## src/rtl/mrlm_pkg.sv

```systemverilog
// Package for the modem response line matcher: reply texts, lengths,
// match codes and the structs passed between the step logic and the top level.
// No dependencies.
package mrlm_pkg;

  localparam int unsigned LINE_CAP    = 40;
  localparam int unsigned NUM_REPLIES = 4;
  localparam int unsigned REPLY_MAX   = 10;
  localparam int unsigned POS_W       = 6;
  localparam int unsigned TEXT_IDX_W  = $clog2(REPLY_MAX);

  localparam logic [7:0] LINE_END_LIMIT = 8'h20;
  localparam logic [7:0] UPPER_FIRST    = 8'h41;
  localparam logic [7:0] UPPER_LAST     = 8'h5a;
  localparam logic [7:0] CASE_OFFSET    = 8'h20;

  typedef enum logic [2:0] {
    MATCH_NONE       = 3'd0,
    MATCH_CALL_READY = 3'd1,
    MATCH_NO_CARRIER = 3'd2,
    MATCH_OK         = 3'd3,
    MATCH_RING       = 3'd4
  } match_code_e;

  localparam logic [7:0] REPLY_TEXT [NUM_REPLIES][REPLY_MAX] = '{
    '{8'h63, 8'h61, 8'h6c, 8'h6c, 8'h20, 8'h72, 8'h65, 8'h61, 8'h64, 8'h79},
    '{8'h6e, 8'h6f, 8'h20, 8'h63, 8'h61, 8'h72, 8'h72, 8'h69, 8'h65, 8'h72},
    '{8'h6f, 8'h6b, 8'h00, 8'h00, 8'h00, 8'h00, 8'h00, 8'h00, 8'h00, 8'h00},
    '{8'h72, 8'h69, 8'h6e, 8'h67, 8'h00, 8'h00, 8'h00, 8'h00, 8'h00, 8'h00}
  };

  localparam logic [POS_W-1:0] REPLY_LEN [NUM_REPLIES] = '{
    6'd10, 6'd10, 6'd2, 6'd4
  };

  localparam match_code_e REPLY_CODE [NUM_REPLIES] = '{
    MATCH_CALL_READY, MATCH_NO_CARRIER, MATCH_OK, MATCH_RING
  };

  typedef struct packed {
    logic [POS_W-1:0]       pos;
    logic [NUM_REPLIES-1:0] alive;
  } line_state_t;

  typedef struct packed {
    logic             line_done;
    match_code_e      match_code;
    logic [POS_W-1:0] line_length;
  } line_result_t;

endpackage

```

## src/rtl/mrlm_step.sv

```systemverilog
// Per-byte logic of the line matcher: case fold, prefix compare against the
// four replies, position update and end-of-line report. Uses mrlm_pkg.
module mrlm_step (
  input  logic [7:0]             rx_byte_i,
  input  mrlm_pkg::line_state_t  state_i,
  output mrlm_pkg::line_state_t  state_o,
  output mrlm_pkg::line_result_t result_o
);

  logic [7:0]                          folded;
  logic [mrlm_pkg::NUM_REPLIES-1:0]    char_ok;
  logic [mrlm_pkg::POS_W-1:0]          pos_inc;
  mrlm_pkg::match_code_e               code;

  always_comb begin
    folded = rx_byte_i;
    if (rx_byte_i >= mrlm_pkg::UPPER_FIRST && rx_byte_i <= mrlm_pkg::UPPER_LAST) begin
      folded = rx_byte_i + mrlm_pkg::CASE_OFFSET;
    end
  end

  always_comb begin
    for (int k = 0; k < mrlm_pkg::NUM_REPLIES; k++) begin
      char_ok[k] = (state_i.pos < mrlm_pkg::REPLY_LEN[k]) &&
                   (mrlm_pkg::REPLY_TEXT[k][state_i.pos[mrlm_pkg::TEXT_IDX_W-1:0]]
                    == folded);
    end
  end

  // exact match: still alive and the line is as long as the reply
  always_comb begin
    code = mrlm_pkg::MATCH_NONE;
    for (int k = 0; k < mrlm_pkg::NUM_REPLIES; k++) begin
      if (state_i.alive[k] && state_i.pos == mrlm_pkg::REPLY_LEN[k]) begin
        code = mrlm_pkg::REPLY_CODE[k];
      end
    end
  end

  assign pos_inc = state_i.pos + 1'b1;

  always_comb begin
    state_o  = state_i;
    result_o = '{line_done: 1'b0, match_code: mrlm_pkg::MATCH_NONE, line_length: '0};
    if (rx_byte_i < mrlm_pkg::LINE_END_LIMIT) begin
      // terminator on an empty line leaves everything alone
      if (state_i.pos != '0) begin
        result_o.line_done   = 1'b1;
        result_o.match_code  = code;
        result_o.line_length = state_i.pos;
        state_o.pos          = '0;
        state_o.alive        = '1;
      end
    end else begin
      state_o.alive = state_i.alive & char_ok;
      state_o.pos   = pos_inc;
      // overflow: wrap and restart matching
      if (pos_inc >= mrlm_pkg::POS_W'(mrlm_pkg::LINE_CAP)) begin
        state_o.pos   = '0;
        state_o.alive = '1;
      end
    end
  end

endmodule

```

## src/rtl/modem_response_line_matcher.sv

```systemverilog
// Modem response line matcher, top level: input register, line state,
// result register. Uses mrlm_pkg and mrlm_step.
// The result is registered (input reg -> step logic -> result reg); a stall from the
// receiver holds the byte in the input register until the result register is free.
// Throughput: one byte per cycle while the receiver does not stall; the per-byte compare
// and position update are combinational between the input and result registers.
// Reset (async, active low): position 0, all replies alive, both stages empty.
module modem_response_line_matcher (
  input  logic       clk_i,
  input  logic       rst_ni,
  input  logic       in_valid_i,
  output logic       in_stall_o,
  input  logic [7:0] rx_byte_i,
  output logic       out_valid_o,
  input  logic       out_stall_i,
  output logic       line_done_o,
  output logic [2:0] match_code_o,
  output logic [5:0] line_length_o
);

  logic                   in_valid_q;
  logic [7:0]             byte_q;
  logic                   advance;
  mrlm_pkg::line_state_t  state_q, state_d;
  mrlm_pkg::line_result_t result_d, result_q;
  logic                   out_valid_q;

  assign advance    = in_valid_q && (!out_valid_q || !out_stall_i);
  assign in_stall_o = in_valid_q && !advance;

  mrlm_step u_step (
    .rx_byte_i (byte_q),
    .state_i   (state_q),
    .state_o   (state_d),
    .result_o  (result_d)
  );

  always_ff @(posedge clk_i or negedge rst_ni) begin
    if (!rst_ni) begin
      in_valid_q <= 1'b0;
    end else if (!in_stall_o) begin
      in_valid_q <= in_valid_i;
    end
  end

  always_ff @(posedge clk_i) begin
    if (!in_stall_o && in_valid_i) begin
      byte_q <= rx_byte_i;
    end
  end

  always_ff @(posedge clk_i or negedge rst_ni) begin
    if (!rst_ni) begin
      state_q.pos   <= '0;
      state_q.alive <= '1;
    end else if (advance) begin
      state_q <= state_d;
    end
  end

  always_ff @(posedge clk_i or negedge rst_ni) begin
    if (!rst_ni) begin
      out_valid_q <= 1'b0;
    end else if (advance) begin
      out_valid_q <= 1'b1;
    end else if (!out_stall_i) begin
      out_valid_q <= 1'b0;
    end
  end

  always_ff @(posedge clk_i) begin
    if (advance) begin
      result_q <= result_d;
    end
  end

  assign out_valid_o   = out_valid_q;
  assign line_done_o   = result_q.line_done;
  assign match_code_o  = result_q.match_code;
  assign line_length_o = result_q.line_length;

  a_pos_below_cap: assert property (@(posedge clk_i) disable iff (!rst_ni)
    state_q.pos < mrlm_pkg::POS_W'(mrlm_pkg::LINE_CAP))
    else $error("line position reached LINE_CAP");

  a_idle_result_clear: assert property (@(posedge clk_i) disable iff (!rst_ni)
    out_valid_o && !line_done_o |->
      match_code_o == mrlm_pkg::MATCH_NONE && line_length_o == '0)
    else $error("result fields set without line done");

  a_done_nonempty: assert property (@(posedge clk_i) disable iff (!rst_ni)
    out_valid_o && line_done_o |-> line_length_o != '0)
    else $error("line done on empty line");

  a_ok_length: assert property (@(posedge clk_i) disable iff (!rst_ni)
    out_valid_o && line_done_o && match_code_o == mrlm_pkg::MATCH_OK |->
      line_length_o == mrlm_pkg::REPLY_LEN[2])
    else $error("ok match with wrong length");

  a_state_reset_after_done: assert property (@(posedge clk_i) disable iff (!rst_ni)
    advance && result_d.line_done |=> state_q.pos == '0 && state_q.alive == '1)
    else $error("line state not restarted after line end");

endmodule

```

## config.mk

```make
export PLATFORM = sky130hd
export DESIGN_NAME = modem_response_line_matcher
export DESIGN_NICKNAME = d
export VERILOG_FILES = /design/src/rtl/mrlm_pkg.sv /design/src/rtl/mrlm_step.sv /design/src/rtl/modem_response_line_matcher.sv
export SDC_FILE = /design/constraint.sdc
export NUM_CORES = 1
export LEC_CHECK = 0
export BUFFER_PORTS_ARGS = -buffer_cell sky130_fd_sc_hd__buf_4
export CAP_MARGIN = 20
export CORE_UTILIZATION = 48
export CTS_BUF_LIST = sky130_fd_sc_hd__clkbuf_8
export DETAILED_ROUTE_END_ITERATION = 8
export GPL_ROUTABILITY_DRIVEN = 1
export PLACE_DENSITY = 0.7
export SLEW_MARGIN = 20
export SYNTH_ARGS = -nofsm -noshare
export SYNTH_HDL_FRONTEND = slang
export SYNTH_SLANG_ARGS = --single-unit
```

## constraint.sdc

```tcl
create_clock -name clk_i -period 2.07 [get_ports clk_i]
set_input_delay 0.207 -clock clk_i [delete_from_list [all_inputs] [get_ports clk_i]]
set_output_delay 0.207 -clock clk_i [all_outputs]
set_load 0.005 [all_outputs]
```

# [Word-level counts from Yosys, hierarchy flattened]
# Memory sizes are Yosys's and may differ from the RTL's.
# Index checks and enable logic that the tools add are counted.
[totals] latch_bits=0 in_bits=12 wordCells=76 ramBits=0 romBits=512 n_memories=4 register_bits=30
[mem_list] memory="(no name shown)" depth=16 width=8 read_ports=1 rd_ports_with_merged_regs=0 wr=0 line="mrlm_step.sv:25" text="(mrlm_pkg::REPLY_TEXT[k][state_i.pos[mrlm_pkg::TEXT_IDX_W-1:0]]"
[mem_list] memory="(no name shown)" depth=16 width=8 read_ports=1 rd_ports_with_merged_regs=0 wr=0 line="mrlm_step.sv:25"
[mem_list] memory="(no name shown)" depth=16 width=8 read_ports=1 rd_ports_with_merged_regs=0 wr=0 line="mrlm_step.sv:25"
[mem_list] memory="(no name shown)" depth=16 width=8 read_ports=1 rd_ports_with_merged_regs=0 wr=0 line="mrlm_step.sv:25"
[op_classes] n_mul=0 n_reduce_logical=21 shifts=0 n_addsub=2 muxes=19 n_bitwise=4 n_eq_ne=9 div=0 magnitude_cmp=8
[ops] operator="8-bit two-way mux" n=9
[ops] operator="10-bit two-way mux" n=4
[ops] operator="8-bit equality test" n=4
[ops] operator="1-bit logical AND" n=12
[ops] operator="8-bit by 6-bit adder with 8-bit output, second input constant" n=1
[ops] operator="8-bit by 7-bit >= comparator with 1-bit output, second input constant" n=1
[ops] operator="8-bit by 7-bit less-or-equal comparator with 1-bit output, second input constant" n=1
[ops] operator="8-bit by 6-bit < comparator with 1-bit output, second input constant" n=1
[ops] operator="6-bit by 1-bit adder with 6-bit output, second input constant" n=1
[ops] operator="6-bit by 2-bit equality test with 1-bit output, second input constant" n=1
[ops] operator="6-bit by 3-bit equality test with 1-bit output, second input constant" n=1
[ops] operator="6-bit by 4-bit equality test with 1-bit output, second input constant" n=1
[ops] operator="6-bit >= comparator, second input constant" n=1
[ops] operator="6-bit by 2-bit < comparator with 1-bit output, second input constant" n=1
[ops] operator="6-bit by 3-bit < comparator with 1-bit output, second input constant" n=1
[ops] operator="6-bit by 4-bit < comparator with 1-bit output, second input constant" n=1
[ops] operator="6-bit nonzero test" n=1
[ops] operator="5-bit >= comparator, second input constant" n=1
[ops] operator="4-bit NOT with 5-bit output" n=1
[ops] operator="4-bit bitwise AND" n=1
[ops] operator="1-bit logical NOT" n=4
[ops] operator="2-bit two-way mux" n=2
[ops] operator="2-bit AND reduction" n=2
[ops] operator="1-bit two-way mux" n=3
[ops] operator="6 further kinds" n=7

# [Depth between registers and ports, before layout]
# Gate-level depths: netlist of the first run.
[logic_depth] word_depth=9 mapped_depth=9 mapped_depth_nobuf=7

# [Cells and area by module]
# Synthesis of the first run repeated with hierarchy kept, for this count alone.
[unflattened] hier_cells=218 area_unflattened_um2=2223.4
[modules_own_cells] module="mrlm_step" seq_area_each_um2=0.0 area_per_inst_um2=1178.6 instances=1 cells_each=171
[modules_own_cells] module="modem_response_line_matcher" seq_area_each_um2=845.8 area_per_inst_um2=1044.8 instances=1 cells_each=47

# [Worst setup path after synthesis of the first run]
# OpenSTA, ideal clock, no wires.
[synth_path] path_kind="register to register" start="register state_q[6] (netlist bit)" end="register state_q[2] (netlist bit)" arrival_time_ns=2.001 synth_period_minus_slack_ns=2.074 setup_slack_ns=-0.004 t_required_ns=1.997 setup_ns=0.073 path_stages_with_launch=10 n_path_buf=2 path_cell_list="dfrtp_1 -> buf_2 -> buf_2 -> inv_1 -> ha_1 -> nor2b_1 -> nor2_1 -> a2111oi_0 -> o2111ai_1 -> a21oi_1"
[synth_between] elab_chain_len=9 elab_cells_between_ends=15
[synth_lines] element="start: declaration" line="modem_response_line_matcher.sv:24" text="mrlm_pkg::line_state_t state_q, state_d;"
[synth_lines] element="start signal: assignment" line="modem_response_line_matcher.sv:57" text="state_q <= state_d;"
[synth_lines] element="4-bit NOT with 5-bit output (not written as such)" line="mrlm_step.sv:25"
[synth_lines] element="memory read 16 x 8 bit"
[synth_lines] element="8-bit two-way mux (not written as such) (2 in a row)" line="mrlm_step.sv:25"
[synth_lines] element="8-bit equality test" line="mrlm_step.sv:26" text="== folded);"
[synth_lines] element="1-bit logical AND" line="mrlm_step.sv:24" text="char_ok[k] = (state_i.pos < mrlm_pkg::REPLY_LEN[k]) &&"
[synth_lines] element="4-bit bitwise AND" line="mrlm_step.sv:55" text="state_o.alive = state_i.alive & char_ok;"
[synth_lines] element="10-bit two-way mux" line="mrlm_step.sv:58" text="if (pos_inc >= mrlm_pkg::POS_W'(mrlm_pkg::LINE_CAP)) begin"
[synth_lines] element="10-bit two-way mux" line="mrlm_step.sv:45" text="if (rx_byte_i < mrlm_pkg::LINE_END_LIMIT) begin"
# Several ways; a longest one is shown, not always the timed one. The select of a mux whose other input is x is not followed.
# A chain may end at the register's enable or synchronous reset.

# [Worst setup path after layout of the first run]
[layout_path] start="register state_q[6] (netlist bit)" end="register state_q[0] (netlist bit)"
# Same word-level chain as after synthesis.

==> reports/results.ini, run 1 <==
[global_route]
grt_pass1_wl_um=8710
grt_busiest_layer=met2
grt_pass1_vias=1833
use_met3=0.0349
use_met1=0.314
grt_max_degree=13
gr-total-overflow=0
antenna_found_initial=0
use_met2=0.362
grt_usage=0.227

[yosys]
synth_area_leaders=edfxtp_1 (25%), dfrtp_1 (9.1%), ha_1 (6.9%)
synth_edf_count=18
synth_seq_cells=30
synth-seq-area-share=0.387
yosys.cell_count.top_type=edfxtp_1
netlist_area_um2=2190
ys_types=61
ys.flop_type=edfxtp_1
synth_nets=246
synth.top_cell.area_share=0.247
yosys.area.top_type=edfxtp_1
async_flop_share=0.400
synth_warnings=0
synth_cells=222
synth.avg_cell_area_um2=9.86
synthTopCellsByCount=edfxtp_1 (18), nor2_1 (16), ha_1 (12), inv_1 (12), nand2_1 (12)

[detailed_routing]
detail-route-antenna-nets=0
first_pass_iters=4
vias=1854
viasPerCell=5.81
first_iter_violations=142
drc=0
wl_per_cell_um=15.6
routed_wirelength_um=4980

[worst_setup_path]
r2r_slack_ps=90
worstPathArrival_ps=2180
r2r_cells=6
cp_max_fo=8
worstPathBufferInverterCount=1
cp_cell_sequence=buf_4 > o21ai_0 > nor4b_1 > and3_2 > a32oi_1 > o32ai_1
cp_slowest_cell=nor4b_1
required_ps=2260
reg2reg_from=state_q[6]$_DFFE_PN0P_
slowest_delay_ps=470
critPathTopFamily=simple AND/OR/NAND/NOR gates
critical_path_class=reg -> reg
critPathLaunchType=register
r2r-end=state_q[0]$_DFFE_PN1P_
crit_path_end_kind=register

[timing]
clock_skew_ps=5.72
worst_slew_pin_slew_ps=538
final_max_slew_viol_count=0
hold_violations=0
worst_slack_ps=86.1
setup_tns_ps=0
whs_ps=95.2
final.period_utilization=0.958
setup_viol=0
finalCriticalPeriod_ps=1980
max_freq_ghz=0.504
rsz0062_at_grt=true
maxSlewHeadroom=0.636

[clock_tree]
cts-root-buf=clkbuf_8
path_clk_slew_ps=70
clock_path_buffers=2
clk_latency_ps=290
cts_made_buffers=5
cts_tree=built
htree_num_levels=2
cts.sinks=30

[floorplan]
die_y_um=69.5
io_pins=24
dieWidth_um=69.5
dieArea_um2=4830
num_rows=24
fp.coreArea_um2=4350
start_util=0.503

[placement]
gp_congestion=0.928
numPortBuffers=23
placedCellCount=310
dpl.hpwl_um=3710
pre_cts_ws_ps=-23.0
place_area_um2=2540

[final_layout]
layout-drive-gt1-share=0.303
synthToLayoutAreaGrowth_pct=21.6
final_core_util=0.611
diodes=0
nets=290
instances_no_fill=319
finalInstanceArea_um2=2660

[hold_path]
min_from=rx_byte_i[3]
worstHoldEndpoint=byte_q[3]$_DFFE_PP_
hold_path_class=in -> reg
holdPathStages=1

[power]
power.leakage_nw=1.09
ir_drop_v=0.000567
power_density_nw_per_um2=1030
power.total_mw=2.73

[run]
drv_cap=0

[run_status]
outcome=complete, no violations

## state kept, by name, indices dropped and copies added (netlist names)
| register | flops |
|---|---|
| line_done_o | 1 |
| state_q | 10 |
| in_valid_q | 1 |
| match_code_o | 3 |
| byte_q | 8 |
| out_valid_o | 1 |
| line_length_o | 6 |
## how the worst max path moves through the flow
stage	from	end	slack (ps)	cells past startpoint
finish	state_q[6]$_DFFE_PN0P_	state_q[0]$_DFFE_PN1P_	90	6
floorplan	state_q[6]$_DFFE_PN0P_	state_q[2]$_DFFE_PN1P_	70	9
global route	state_q[5]$_DFFE_PN0P_	state_q[2]$_DFFE_PN1P_	-6	6
detailed placement	state_q[5]$_DFFE_PN0P_	state_q[1]$_DFFE_PN1P_	-20	7
global placement	state_q[5]$_DFFE_PN0P_	state_q[1]$_DFFE_PN1P_	70	7
CTS	state_q[5]$_DFFE_PN0P_	state_q[3]$_DFFE_PN1P_	10	8
## layer usage
| metal | up-vias | part of all wire |
|---|---|---|
| met2 | 40 | 0.48 |
| met4 | 0 | 0.013 |
| met3 | 8 | 0.034 |
| met1 | 908 | 0.47 |
| li1 | 898 | - |
| met5 | - | 0 |
## logic make-up after synthesis
kind of cell	share of synthesized area
AOI/OAI and AO/OA	0.177
muxes	0.00457
DFF	0.387
adders and majority gates	0.0686
xor gates and xnor gates	0.0720
and+or+nand+nor	0.229
buffers and inverters	0.0623
## worst reg2reg max path: cells and delay by family (launching register included)
kind | cells | cell delay (ps)
flip-flops | 1 | 430
AO/OA/AOI/OAI | 3 | 550
AND/OR/NAND/NOR | 2 | 730
buffers and inverters | 1 | 190
## layout make-up
type / count / area (um2)
clock buffers: 5 / 68.8
clock inverters: 3 / 12.5
fillers: 365 / 1690
inverters: 12 / 45.0
multi-input cells: 166 / 1240
flip-flops and latches: 30 / 847
well taps: 52 / 65.1
repair buffers: 51 / 385
## cells in the final DEF (no fill, tap or decap), types with 3 or more instances in the layout
master,n
nand2b_1,5
o31ai_1,5
xor2_1,9
xnor2_1,9
nand3b_1,4
nand3_1,8
dfrtp_1,7
o21ai_0,4
a22o_1,3
inv_1,11
nand4_1,3
nor2b_1,8
clkbuf_8,5
a21oi_1,8
dfstp_2,4
nand2_1,12
ha_1,11
buf_4,50
nor3_1,6
and2_1,6
edfxtp_1,18
nor2_1,15
## power by group
group	total [mW]	internal [mW]	switching, mW	leakage (nW)
Sequential	0.841	0.737	0.103	0.318
Clock	0.448	0.226	0.222	0.0468
Combinational	1.44	0.679	0.761	0.726
Total	2.73	1.64	1.09	1.09
## what timing repair did
item,in CTS,in global routing
cloned,0,0
hold endpoints to repair,12,0
setup buffers,0,0
resized for setup,1,8
hold buffers,1,0
setup endpoints to repair,1,8
(Power assumes the default switching activity.)
==> run 2, diff against run 1 <==
--- a/config.mk
+++ b/config.mk
@@ -7,10 +7,12 @@
 export LEC_CHECK = 0
 export BUFFER_PORTS_ARGS = -buffer_cell sky130_fd_sc_hd__buf_4
 export CAP_MARGIN = 20
+export CORE_MARGIN = 1.5
 export CORE_UTILIZATION = 48
 export CTS_BUF_LIST = sky130_fd_sc_hd__clkbuf_8
 export DETAILED_ROUTE_END_ITERATION = 8
 export GPL_ROUTABILITY_DRIVEN = 1
+export HOLD_SLACK_MARGIN = 0.05
 export PLACE_DENSITY = 0.7
 export SLEW_MARGIN = 20
 export SYNTH_ARGS = -nofsm -noshare
==> run 2 against run 1 <==
Design area increased by 0.80%. Global-route usage rose by 0.13 points. Routed wire length is 6.6% higher. Critical path depth is the same. Via count up 0.76%. Critical path type unchanged. Sequential share of layout area decreased by 0.25 points. Highest routed layer unchanged. Count of clock-buffer cells in the layout stayed put. First-iteration DRC count is 26% higher.
==> reports/results.ini, run 2 (synthesis results as in run 1) <==
[timing]
max_freq_ghz=0.498  ; -1.2%
finalCriticalPeriod_ps=2010  ; +23.6 ps
final_max_slew_viol_count=0  ; unchanged
final.period_utilization=0.970  ; +0.0114
worst_slack_ps=62.5  ; -23.6 ps
clock_skew_ps=9.43  ; +3.71 ps
worst_slew_pin_slew_ps=476  ; -61.2 ps
setup_tns_ps=0  ; unchanged
setup_viol=0  ; unchanged
hold_violations=0  ; unchanged
rsz0062_at_grt=false
maxSlewHeadroom=0.679  ; +0.0429

[final_layout]
nets=290  ; unchanged
instances_no_fill=319  ; unchanged
finalInstanceArea_um2=2680  ; +0.80%
fillers=369  ; +1.1%
diodes=0  ; unchanged
largest_register_ffs=10  ; unchanged
max_flop_register=state_q
layout_commonest_cell=buf_4
synthToLayoutAreaGrowth_pct=22.5
layout-drive-gt1-share=0.318  ; +0.0150
mostFrequentLayoutCells=buf_4 (50), edfxtp_1 (18), nor2_1 (15)

[floorplan]
start_util=0.499  ; -0.00344
fp.coreArea_um2=4380  ; +0.69%
io_pins=24  ; unchanged
dieArea_um2=4970  ; +2.9%
num_rows=24  ; unchanged
die_y_um=70.5  ; +1.4%
dieWidth_um=70.5  ; +1.4%

[worst_setup_path]
critPathTopFamily=compound AO/OA/AOI/OAI gates
cp_slowest_cell=or4b_1
crit_path_end_kind=register
critPathLaunchType=register
worstPathBufferInverterCount=1  ; unchanged
required_ps=2270  ; about the same
critical_path_class=reg -> reg
worstPathArrival_ps=2210  ; +30 ps
cp_cell_sequence=inv_2 > ha_2 > nand4b_1 > or4b_1 > a32oi_1 > o32ai_2
slowest_delay_ps=510  ; +40 ps
cp_max_fo=2  ; -6

[placement]
placedCellCount=310  ; unchanged
gp_congestion=0.931  ; +0.30%
dpl.hpwl_um=3860  ; +4.1%
pre_cts_ws_ps=73.3  ; +96.3 ps
place_area_um2=2540  ; unchanged
numPortBuffers=23  ; unchanged

[clock_tree]
cts_tree=built
cts.sinks=30  ; unchanged
cts-root-buf=clkbuf_8
htree_num_levels=2  ; unchanged
post_cts_buffers=0  ; unchanged
cts_made_buffers=5  ; unchanged
clock_path_buffers=2  ; unchanged
path_clk_slew_ps=70  ; about the same
clk_latency_ps=290  ; about the same

[detailed_routing]
drc=0  ; unchanged
routed_wirelength_um=5310  ; +6.6%
first_pass_iters=4  ; unchanged
wl_per_cell_um=16.6  ; +6.6%
vias=1868  ; +0.76%
viasPerCell=5.86  ; +0.76%
first_iter_violations=179  ; +26%
detail-route-antenna-nets=0  ; unchanged

[run_status]
outcome=complete, no violations

[global_route]
antenna_found_initial=0  ; unchanged
grt_usage=0.228  ; +0.00128
grt_max_degree=13  ; unchanged
grt_pass1_wl_um=8810  ; +1.2%
gr-total-overflow=0  ; unchanged
grt_pass1_vias=1778  ; -3.0%

[run]
drv_cap=0  ; unchanged

[hold_path]
hold_path_class=in -> reg

[power]
power.leakage_nw=1.09  ; +0.34%
power_density_nw_per_um2=1030  ; +0.90%
ir_drop_v=0.000480  ; -15%
power.total_mw=2.78  ; +1.7%

run 2: cell count changes in the layout (fill, tap and decap cells not counted), sizes merged:
cell,previous run,this run
clkinvlp,0,1
inv,13,12
run 2: worst paths after layout:
path / startpoint / endpoint / slack [ps] / depth (start not counted)
min in group asynchronous: rst_ni / state_q[9]$_DFFE_PN0P_ / 290 / 2
min: rx_byte_i[6] / byte_q[6]$_DFFE_PP_ / 90 / 1
min reg2reg: in_valid_q$_DFFE_PN0N_ / out_valid_o$_DFFE_PN0P_ / 490 / 1
max reg2reg: byte_q[5]$_DFFE_PP_ / state_q[0]$_DFFE_PN1P_ / 60 / 6
max: byte_q[5]$_DFFE_PP_ / state_q[0]$_DFFE_PN1P_ / 60 / 6
max in group asynchronous: rst_ni / state_q[2]$_DFFE_PN1P_ / 1530 / 2
run 2: report_power, final:
| group | switching, mW | internal (mW) |
|---|---|---|
| clock | 0.245 | 0.230 |
| combinational | 0.783 | 0.678 |
| sequential | 0.102 | 0.737 |
| total | 1.13 | 1.65 |
run 2: layer usage:
layer	share of wire	up-vias	GRT usage
li1	-	898	-
met5	0	-	0
met2	0.48	64	0.362
met3	0.058	7	0.0447
met4	0.016	0	0.0726
met1	0.45	899	0.315
run 2: timing repair:
action / 4_1_cts / 5_1_grt
hold buffers: 1 / 0
endpoints found under the hold margin: 12 / 0
setup endpoints to repair: 0 / 8
gates resized for setup: 0 / 14
run 2: area by class of cell:
class	count	area (um2)	area share
clock buffers	5	68.8	0.0257
clock inverters	3	16.3	0.00607
flip-flops and latches	30	847	0.316
multi-input cells	166	1250	0.468
repair buffers	51	385	0.144
inverters	12	45.0	0.0168
well taps	52	65.1	0.0243
run 2: per-stage QoR:
step / utilization / hold slack (ps)
4_1_cts: 0.601 / 90.4
6_report: 0.612 / 88.4
2_1_floorplan: - / -88.6
5_1_grt: 0.612 / 90.2
3_3_place_gp: 0.579 / 65.6
3_5_place_dp: 0.579 / 65.0
